File: src/rtl/sepd_pkg.sv
// sepd_pkg: shared types, constants and helpers of the scan line edge pair detector
// used by sepd_core, sepd_fifo and scanline_edge_pair_detector; no dependencies
`default_nettype none

package sepd_pkg;

	// row range and counter limits
	localparam int unsigned MAX_ROWS_DEF = 1024;
	localparam int unsigned ROW_W        = 10;
	localparam int unsigned PROW_W       = 11;
	localparam int unsigned CNT_W        = 11;
	localparam logic [CNT_W-1:0] COUNT_CAP = 11'd2047;

	// configuration register reset value
	localparam logic [7:0] THR_RESET = 8'd8;

	// result kinds
	localparam logic KIND_PAIR = 1'b0;
	localparam logic KIND_END  = 1'b1;

	// one result item
	typedef struct packed {
		logic              kind;
		logic              at_start;
		logic [PROW_W-1:0] begin_row;
		logic [PROW_W-1:0] end_row;
		logic [5:0]        line_id;
		logic              last;
	} res_t;

	// results pushed by the core in one cycle, slot 0 first
	typedef struct packed {
		logic v0;
		logic v1;
		res_t r0;
		res_t r1;
	} push_t;

	// green share above 0.3: 10 * green_count > 3 * segment_length
	function automatic logic green_enough(input logic [CNT_W-1:0] gc,
			input logic [CNT_W-1:0] sl);
		logic [CNT_W+3:0] lhs;
		logic [CNT_W+3:0] rhs;
		lhs = {4'b0, gc} * 15'd10;
		rhs = {4'b0, sl} * 15'd3;
		return lhs > rhs;
	endfunction

endpackage

`default_nettype wire

File: src/rtl/sepd_fifo.sv
// sepd_fifo: four-entry result queue, takes up to two results per cycle
// depends on sepd_pkg for res_t and push_t
`default_nettype none

module sepd_fifo
	import sepd_pkg::*;
(
	input  wire logic  clk,
	input  wire logic  arst_n,
	input  wire push_t push,
	output logic       room,
	output logic       out_valid,
	input  wire logic  out_ready,
	output res_t       out_res
);

	localparam int unsigned DEPTH = 4;
	localparam int unsigned PTR_W = $clog2(DEPTH);
	localparam int unsigned CNT_W2 = $clog2(DEPTH + 1);

	res_t              mem [DEPTH];
	logic [PTR_W-1:0]  wr_ptr_q;
	logic [PTR_W-1:0]  rd_ptr_q;
	logic [CNT_W2-1:0] count_q;
	logic              pop;
	logic [CNT_W2-1:0] push_n;

	assign pop       = out_valid && out_ready;
	assign out_valid = count_q != '0;
	assign out_res   = mem[rd_ptr_q];
	// room for two results, so a full item always fits
	assign room      = count_q <= CNT_W2'(DEPTH - 2);
	assign push_n    = CNT_W2'(push.v0) + CNT_W2'(push.v1);

	// entry storage
	always_ff @(posedge clk) begin
		if (push.v0) begin
			mem[wr_ptr_q] <= push.r0;
		end
		if (push.v1) begin
			mem[wr_ptr_q + PTR_W'(1)] <= push.r1;
		end
	end

	// pointers and fill count
	always_ff @(posedge clk or negedge arst_n) begin
		if (!arst_n) begin
			wr_ptr_q <= '0;
			rd_ptr_q <= '0;
			count_q  <= '0;
		end else begin
			wr_ptr_q <= wr_ptr_q + push_n[PTR_W-1:0];
			if (pop) begin
				rd_ptr_q <= rd_ptr_q + PTR_W'(1);
			end
			count_q <= count_q + push_n - CNT_W2'(pop);
		end
	end

	// fill count never passes the depth
	a_count_bound: assert property (@(posedge clk) disable iff (!arst_n)
		count_q <= CNT_W2'(DEPTH))
		else $error("result queue overfilled");

	// a push only comes while there was room for it
	a_push_room: assert property (@(posedge clk) disable iff (!arst_n)
		push.v0 |-> room)
		else $error("result pushed without room");

endmodule

`default_nettype wire

File: src/rtl/sepd_core.sv
// sepd_core: input register, per-line gradient state and single-pass result logic
// depends on sepd_pkg for types, constants and green_enough
`default_nettype none

module sepd_core
	import sepd_pkg::*;
#(
	parameter int unsigned MAX_ROWS = MAX_ROWS_DEF
) (
	input  wire logic             clk,
	input  wire logic             arst_n,
	input  wire logic             cfg_we,
	input  wire logic [7:0]       cfg_data,
	input  wire logic             in_valid,
	output logic                  in_ready,
	input  wire logic [7:0]       in_luma,
	input  wire logic             in_green,
	input  wire logic [ROW_W-1:0] in_row,
	input  wire logic             in_first,
	input  wire logic             in_last,
	input  wire logic [5:0]       in_id,
	input  wire logic             room,
	output push_t                 push
);

	localparam logic [12:0] MAX_ROWS_W = 13'(MAX_ROWS);

	// configuration
	logic [7:0] thr_q;

	// input register
	logic             valid_s1;
	logic [7:0]       luma_s1;
	logic             green_s1;
	logic [ROW_W-1:0] row_s1;
	logic             first_s1;
	logic             last_s1;
	logic [5:0]       id_s1;

	// line state
	logic [7:0]         prev_luma_q;
	logic signed [10:0] grad_max_q;
	logic signed [10:0] grad_min_q;
	logic [PROW_W-1:0]  peak_row_q;
	logic               begin_seen_q;
	logic [PROW_W-1:0]  pend_row_q;
	logic [CNT_W-1:0]   green_cnt_q;
	logic [CNT_W-1:0]   seg_len_q;
	logic [PROW_W-1:0]  green_end_q;
	logic [ROW_W-1:0]   start_row_q;

	// next state
	logic               proc;
	logic signed [10:0] gmax_d;
	logic signed [10:0] gmin_d;
	logic [PROW_W-1:0]  peak_d;
	logic               bs_d;
	logic [PROW_W-1:0]  pend_d;
	logic [CNT_W-1:0]   gc_d;
	logic [CNT_W-1:0]   sl_d;
	logic [PROW_W-1:0]  ge_d;
	logic [ROW_W-1:0]   sr_d;
	res_t               pair_r;
	res_t               end_r;
	logic               pair_v;

	assign proc     = valid_s1 && room;
	assign in_ready = !valid_s1 || room;

	// configuration register
	always_ff @(posedge clk or negedge arst_n) begin
		if (!arst_n) begin
			thr_q <= THR_RESET;
		end else if (cfg_we) begin
			thr_q <= cfg_data;
		end
	end

	// input register
	always_ff @(posedge clk or negedge arst_n) begin
		if (!arst_n) begin
			valid_s1 <= 1'b0;
		end else if (in_ready) begin
			valid_s1 <= in_valid;
		end
	end

	always_ff @(posedge clk) begin
		if (in_ready && in_valid) begin
			luma_s1  <= in_luma;
			green_s1 <= in_green;
			row_s1   <= in_row;
			first_s1 <= in_first;
			last_s1  <= in_last;
			id_s1    <= in_id;
		end
	end

	// gradient peak tracking and segment bookkeeping for one item
	always_comb begin
		logic signed [10:0] t;
		logic signed [10:0] neg_t;
		logic signed [10:0] g;
		logic [7:0]         prev;
		logic [12:0]        here_w;
		logic [PROW_W-1:0]  here;
		t      = $signed({2'b0, thr_q, 1'b0});
		neg_t  = -t;
		here_w = 13'(row_s1) + 13'd1;
		here   = (here_w > MAX_ROWS_W) ? MAX_ROWS_W[PROW_W-1:0] : here_w[PROW_W-1:0];
		prev   = prev_luma_q;
		gmax_d = grad_max_q;
		gmin_d = grad_min_q;
		peak_d = peak_row_q;
		bs_d   = begin_seen_q;
		pend_d = pend_row_q;
		gc_d   = green_cnt_q;
		sl_d   = seg_len_q;
		ge_d   = green_end_q;
		sr_d   = start_row_q;
		pair_v = 1'b0;
		pair_r = '0;
		end_r  = '0;

		// line start
		if (first_s1) begin
			prev   = luma_s1;
			gmin_d = t;
			gmax_d = neg_t;
			peak_d = '0;
			bs_d   = 1'b0;
			pend_d = '0;
			gc_d   = '0;
			sl_d   = '0;
			sr_d   = row_s1;
			ge_d   = PROW_W'(row_s1);
		end

		// saturating segment counters
		if (green_s1 && gc_d < COUNT_CAP) begin
			gc_d = gc_d + CNT_W'(1);
		end
		if (sl_d < COUNT_CAP) begin
			sl_d = sl_d + CNT_W'(1);
		end

		g = $signed({3'b0, luma_s1}) - $signed({3'b0, prev});

		// rising step: confirms a pending falling peak
		if (g > gmax_d) begin
			if (gmin_d < neg_t) begin
				if (green_enough(gc_d, sl_d)) begin
					ge_d = peak_d;
				end
				gc_d = '0;
				sl_d = CNT_W'(1);
				if (bs_d) begin
					bs_d             = 1'b0;
					pair_v           = 1'b1;
					pair_r.kind      = KIND_PAIR;
					pair_r.begin_row = pend_d;
					pair_r.end_row   = peak_d;
					pair_r.line_id   = id_s1;
					pair_r.last      = !last_s1;
				end
			end
			gmax_d = g;
			gmin_d = t;
			peak_d = here;
		end

		// falling step: confirms a pending rising peak
		if (g < gmin_d) begin
			if (gmax_d > t) begin
				if (green_enough(gc_d, sl_d)) begin
					ge_d = peak_d;
				end
				gc_d   = '0;
				sl_d   = CNT_W'(1);
				bs_d   = 1'b1;
				pend_d = peak_d;
			end
			gmax_d = neg_t;
			gmin_d = g;
			peak_d = here;
		end

		// line endpoint after the last pixel
		if (last_s1 && green_enough(gc_d, sl_d)) begin
			ge_d = peak_d;
		end
		end_r.kind      = KIND_END;
		end_r.begin_row = ge_d;
		end_r.at_start  = ge_d >= PROW_W'(sr_d);
		end_r.line_id   = id_s1;
		end_r.last      = 1'b1;
	end

	// results in order: pair first, then endpoint
	always_comb begin
		push.v0 = proc && (pair_v || last_s1);
		push.v1 = proc && pair_v && last_s1;
		push.r0 = pair_v ? pair_r : end_r;
		push.r1 = end_r;
	end

	// line state update
	always_ff @(posedge clk or negedge arst_n) begin
		if (!arst_n) begin
			prev_luma_q  <= '0;
			grad_max_q   <= '0;
			grad_min_q   <= '0;
			peak_row_q   <= '0;
			begin_seen_q <= 1'b0;
			pend_row_q   <= '0;
			green_cnt_q  <= '0;
			seg_len_q    <= '0;
			green_end_q  <= '0;
			start_row_q  <= '0;
		end else if (proc) begin
			prev_luma_q  <= luma_s1;
			grad_max_q   <= gmax_d;
			grad_min_q   <= gmin_d;
			peak_row_q   <= peak_d;
			begin_seen_q <= bs_d;
			pend_row_q   <= pend_d;
			green_cnt_q  <= gc_d;
			seg_len_q    <= sl_d;
			green_end_q  <= ge_d;
			start_row_q  <= sr_d;
		end
	end

	// a second result is always the endpoint of a last pixel
	a_two_last: assert property (@(posedge clk) disable iff (!arst_n)
		push.v1 |-> (last_s1 && push.r1.kind == KIND_END && push.r0.kind == KIND_PAIR))
		else $error("second result without line end");

	// an edge pair never claims the start flag
	a_pair_flag: assert property (@(posedge clk) disable iff (!arst_n)
		(push.v0 && push.r0.kind == KIND_PAIR) |-> !push.r0.at_start)
		else $error("edge pair with start flag");

endmodule

`default_nettype wire

File: src/rtl/scanline_edge_pair_detector.sv
// scanline_edge_pair_detector: top level, stream ports around core and result queue
// depends on sepd_pkg, sepd_core and sepd_fifo
//
// Usage:
//  - s_* channel: one pixel of a vertical scan line per item. s_tuser[1] marks
//    the first pixel of a line (state is re-initialized), s_tlast the last one.
//  - m_* channel: results. m_tuser[0] = 0 for an edge pair (begin/end rows),
//    1 for the line endpoint; m_tlast marks the final result of a pixel.
//  - cfg_we/cfg_data write the brightness step threshold; write only when idle.
//  - A pixel is first held in the input register; its results are then written
//    into the queue and offered on m_* from there.
//  - Throughput: one pixel per cycle while the queue has room; the gradient and
//    segment update is a single pass through the core between input register and queue.
//    A pixel with two results takes two queue entries; the four-entry
//    queue absorbs them and only stalls input when it holds more than two.
//  - Reset clears the line state, the queue and sets the threshold to 8.
//  - When m_tready is low, results wait in the queue and s_tready falls once
//    the queue cannot take two more results with a pixel held; nothing is dropped.
`default_nettype none

module scanline_edge_pair_detector
	import sepd_pkg::*;
#(
	parameter int unsigned MAX_ROWS = MAX_ROWS_DEF
) (
	input  wire logic        clk,
	input  wire logic        arst_n,
	input  wire logic        cfg_we,
	input  wire logic [7:0]  cfg_data,
	input  wire logic        s_tvalid,
	output logic             s_tready,
	input  wire logic [23:0] s_tdata,   // luma[7:0], row[17:8], line_id[23:18]
	input  wire logic [1:0]  s_tuser,   // is_field_color[0], first_of_line[1]
	input  wire logic        s_tlast,   // last_of_line
	output logic             m_tvalid,
	input  wire logic        m_tready,
	output logic [31:0]      m_tdata,   // begin_row[10:0], end_row[21:11],
	                                    // out_line_id[27:22], zero[31:28]
	output logic [1:0]       m_tuser,   // kind[0], at_start[1]
	output logic             m_tlast    // last_result
);

	push_t push;
	logic  room;
	res_t  out_res;

	sepd_core #(
		.MAX_ROWS(MAX_ROWS)
	) u_core (
		.clk      (clk),
		.arst_n   (arst_n),
		.cfg_we   (cfg_we),
		.cfg_data (cfg_data),
		.in_valid (s_tvalid),
		.in_ready (s_tready),
		.in_luma  (s_tdata[7:0]),
		.in_green (s_tuser[0]),
		.in_row   (s_tdata[17:8]),
		.in_first (s_tuser[1]),
		.in_last  (s_tlast),
		.in_id    (s_tdata[23:18]),
		.room     (room),
		.push     (push)
	);

	sepd_fifo u_fifo (
		.clk       (clk),
		.arst_n    (arst_n),
		.push      (push),
		.room      (room),
		.out_valid (m_tvalid),
		.out_ready (m_tready),
		.out_res   (out_res)
	);

	// pack result item onto the output bus
	assign m_tdata = {4'b0, out_res.line_id, out_res.end_row, out_res.begin_row};
	assign m_tuser = {out_res.at_start, out_res.kind};
	assign m_tlast = out_res.last;

endmodule

`default_nettype wire

File: config.mk
export PLATFORM = sky130hd
export DESIGN_NAME = scanline_edge_pair_detector
export DESIGN_NICKNAME = d
export VERILOG_FILES = /design/src/rtl/sepd_pkg.sv /design/src/rtl/sepd_fifo.sv /design/src/rtl/sepd_core.sv /design/src/rtl/scanline_edge_pair_detector.sv
export SDC_FILE = /design/constraint.sdc
export NUM_CORES = 1
export LEC_CHECK = 0
export ABC_AREA = 1
export BUFFER_PORTS_ARGS = -buffer_cell sky130_fd_sc_hd__buf_2
export CORE_MARGIN = 1.5
export CORE_UTILIZATION = 40
export CTS_CLUSTER_DIAMETER = 120
export DETAILED_ROUTE_END_ITERATION = 10
export PLACE_DENSITY = 0.59
export SLEW_MARGIN = 20
export SYNTH_ARGS = -nofsm -noshare
export SYNTH_HDL_FRONTEND = slang
export SYNTH_HIERARCHICAL = 1
export SYNTH_SLANG_ARGS = --single-unit
File: constraint.sdc
create_clock -name clk -period 25.3 [get_ports clk]
set_input_delay 3.795 -clock clk [delete_from_list [all_inputs] [get_ports clk]]
set_output_delay 3.795 -clock clk [all_outputs]
set_load 0.02 [all_outputs]
==> run metrics <==
die height=227 um; max-slew violation count=0; Layout Utilization=0.444; startpoint types=flop; H-tree level count=2; Cells after Synth=2667; Synth Area in Simple Gates=0.232; initial drt markers=1395; run status=finished clean; skew final=15.1 ps; internal power=1.54 mW; Switching Share=0.517; vias=17300; CTS root buffer=clkbuf_16; xor/xnor cell area share of the yosys netlist=0.0320; core area=49200 um^2; NumNets Final=2913; antenna-violating nets left=0; commonest non-fill, non-tap cells in the layout=719 x nand2_1, 379 x o21ai_0, 315 x inv_1; Sum Neg Setup Slack=0 ps; final number of hold-violating endpoints=0; Clock power frac=0.148; post-CTS sizing=0; Total Die Area=51400 um^2; cell row count=81; hold_buf cts=0; CTS Sinks=263; Slew HR=0.354; Antenna Cells=0; post-CTS setup buffer count=0; Die Width=227 um; CP endpoint kind=flop; CTS tree=done; Post-Route WL=53600 um; Synth cell types=60; Primary FF master, synth=edfxtp_1; CP Data Required Time=25550 ps; CP peak stage delay=920 ps; area growth from synthesis to layout=9.18%; Initial Util=0.407; Vias/cell=5.14; worst hold path type=flop to flop; clk slew on worst S/H paths=60 ps; Setup CP Type=flop to flop; Max-Cap Viols=0; Longest Clk Path Bufs=3; fraction of registers with async set/reset=0.426; CP most frequent cell=nand2_1; YS warnings=6; Clock Latency Late Sink=540 ps; f_max=75.5 MHz; RSZ-0062 raised after global routing=no; DRC viols=0; static leakage=10.8 nW; Seq pwr share=0.221; Final min period=13240 ps; PortBufs=72; vias in the first global route=16700; Synth Area in Adders=0.125; fillcell total=4971; Avg Cell Area, Syn=7.50 um^2; I/O pin count=77; Mapped Area=20000 um^2; antenna violations before repair=0; Critical Path AT=13490 ps; GRT Overall Usage=0.213; total CTS buffers=34; Avg WL per Cell=15.9 um; register area share after synthesis=0.367; largest net degree at the start of global routing=100; final worst path period share=0.523; worst-path maximum fanout=51; peak supply drop=0.136 mV; post-synthesis mux area share=0; Routability Congestion=0.877; Pre-antenna DRT Iters=6; Least-Margin Pin Slew=960 ps; Pwr Density=146 nW/um^2; #FFs+latches synth=263; Crit-path slowest cell=edfxtp_1; Crit path max-delay family=compound AO/OA/AOI/OAI gates; Post-synth EDFFs=151; share of cells above drive strength 1=0.0762; most common cell after layout, fill and taps aside=nand2_1; first-pass GRT wire length=86700 um; Comb power frac=0.631; # setup viols final=0; NetSw=1.65 mW; main combinational cell family by area after synthesis=simple AND/OR/NAND/NOR gates; compound-gate portion of the synthesized area=0.149; CP Buf/Inv Count=9; GRT overflow=0; hpwl dp=38400 um
==> cell families (layout without fill, tap and decap cells) <==
kind of cell               Yosys count  after routing
other                                3             17
DFF                                263            263
xor gates and xnor gates            71             71
AOI/OAI and AO/OA                  557            557
buffers and inverters              458            480
and+or+nand+nor                   1120           1120
adders and majority gates          195            195
==> per-stage QoR <==
stage / power [mW] / cell area [um^2] / worst slack, ps / hold WS [ps] / std cells
2_1_floorplan: 2.19 / 20100 / 13920 / 444 / 2681
3_3_place_gp: 2.67 / 20800 / 12600 / 460 / 3306
3_5_place_dp: 2.71 / 20800 / 12140 / 464 / 3306
4_1_cts: 3.20 / 21800 / 12100 / 478 / 3367
5_1_grt: 3.51 / 21800 / 10720 / 496 / 3367
6_report: 3.19 / 21800 / 12060 / 479 / 3367
==> worst reg2reg max path, delay by kind of cell, from the launching register on <==
kind                     cells  cell delay, ps
AO/OA/AOI/OAI               19            3950
AND/OR/NAND/NOR             28            3380
adder cells (fa/ha/maj)      9            2880
buffers and inverters        9            1650
flip-flops                   1             920
XOR/XNOR                     1             170
==> area by class of cell <==
type | instances | area (um^2) | area share
inverters | 328 | 1230 | 0.0565
clock inverters | 13 | 128 | 0.00584
repair buffers | 91 | 505 | 0.0231
flip-flops and latches | 263 | 7340 | 0.336
well taps | 664 | 831 | 0.0380
clock buffers | 48 | 955 | 0.0437
multi-input cells | 1960 | 10900 | 0.497
==> power by group through the flow <==
stage          Clock [mW]  Combinational, mW  Sequential, mW
6_report            0.474               2.01           0.706
5_1_grt             0.507               2.29           0.719
4_1_cts             0.489               2.01           0.706
3_5_place_dp            0               2.00           0.713
3_3_place_gp            0               1.96           0.711
2_1_floorplan           0               1.51           0.683
==> per-layer routing <==
metal / up-vias / part of all wire / global-route usage
li1: 8740 / - / -
met1: 8104 / 0.45 / 0.276
met2: 386 / 0.48 / 0.370
met3: 79 / 0.042 / 0.0270
met4: 0 / 0.023 / 0.0622
met5: - / 0 / 0
==> synthesized netlist by cell type (3+ instances only) <==
| cell type | number | area (um^2) |
|---|---|---|
| nand2_2 | 9 | 56.3 |
| nand3b_1 | 3 | 22.5 |
| edfxtp_1 | 151 | 4530 |
| ha_1 | 187 | 2340 |
| xnor2_1 | 30 | 263 |
| nor2_2 | 7 | 43.8 |
| o22ai_1 | 3 | 18.8 |
| nor4_1 | 4 | 25.0 |
| nand3_1 | 89 | 445 |
| fa_1 | 8 | 160 |
| nor2_4 | 4 | 45.0 |
| o211ai_1 | 16 | 120 |
| o21bai_1 | 8 | 60.1 |
| o21ai_2 | 5 | 43.8 |
| a21boi_0 | 3 | 22.5 |
| o21a_1 | 3 | 22.5 |
| dfrtp_1 | 111 | 2780 |
| xor2_1 | 40 | 350 |
| nand4_1 | 22 | 138 |
| o21ai_1 | 7 | 35.0 |
| o21ai_0 | 379 | 1900 |
| clkbuf_2 | 3 | 15.0 |
| a31oi_1 | 11 | 68.8 |
| nand2_4 | 4 | 45.0 |
| buf_6 | 8 | 90.1 |
| and2_1 | 13 | 81.3 |
| nor3_1 | 13 | 65.1 |
| buf_4 | 18 | 135 |
| clkbuf_1 | 68 | 255 |
| a21o_1 | 6 | 45.0 |
| inv_2 | 11 | 41.3 |
| buf_2 | 28 | 140 |
| a211oi_1 | 3 | 22.5 |
| buf_1 | 5 | 18.8 |
| conb_1 | 3 | 11.3 |
| nand3_2 | 9 | 90.1 |
| nand2_1 | 720 | 2700 |
| a21oi_1 | 100 | 500 |
| inv_1 | 315 | 1180 |
| nor2_1 | 215 | 807 |
==> path summary, 6_finish.rpt <==
kind | from | endpoint | slack [ps] | cells after the start
setup / recovery | u_core/first_s1 | u_fifo/mem[0][29] | 12060 | 66
min in group asynchronous | arst_n | u_core/prev_luma_q[6] | 3280 | 1
setup reg to reg | u_core/first_s1 | u_fifo/mem[0][29] | 12060 | 66
max in group asynchronous | arst_n | u_core/start_row_q[3] | 20620 | 2
hold / removal | u_core/grad_max_q[9] | u_core/grad_max_q[9] | 480 | 2
hold reg to reg | u_core/grad_max_q[9] | u_core/grad_max_q[9] | 480 | 2
==> sequential cells by signal, summed over array words and instances (netlist names), 10 cells and up <==
| name | flops |
|---|---|
| u_core/row_s1 | 10 |
| u_core/grad_max_q | 11 |
| u_core/grad_min_q | 11 |
| u_core/green_cnt_q | 11 |
| u_core/pend_row_q | 11 |
| u_fifo/mem | 124 |
| u_core/peak_row_q | 11 |
| u_core/seg_len_q | 11 |
| u_core/start_row_q | 10 |
| u_core/green_end_q | 11 |
No activity file was read; power rests on OpenSTA's default activity.
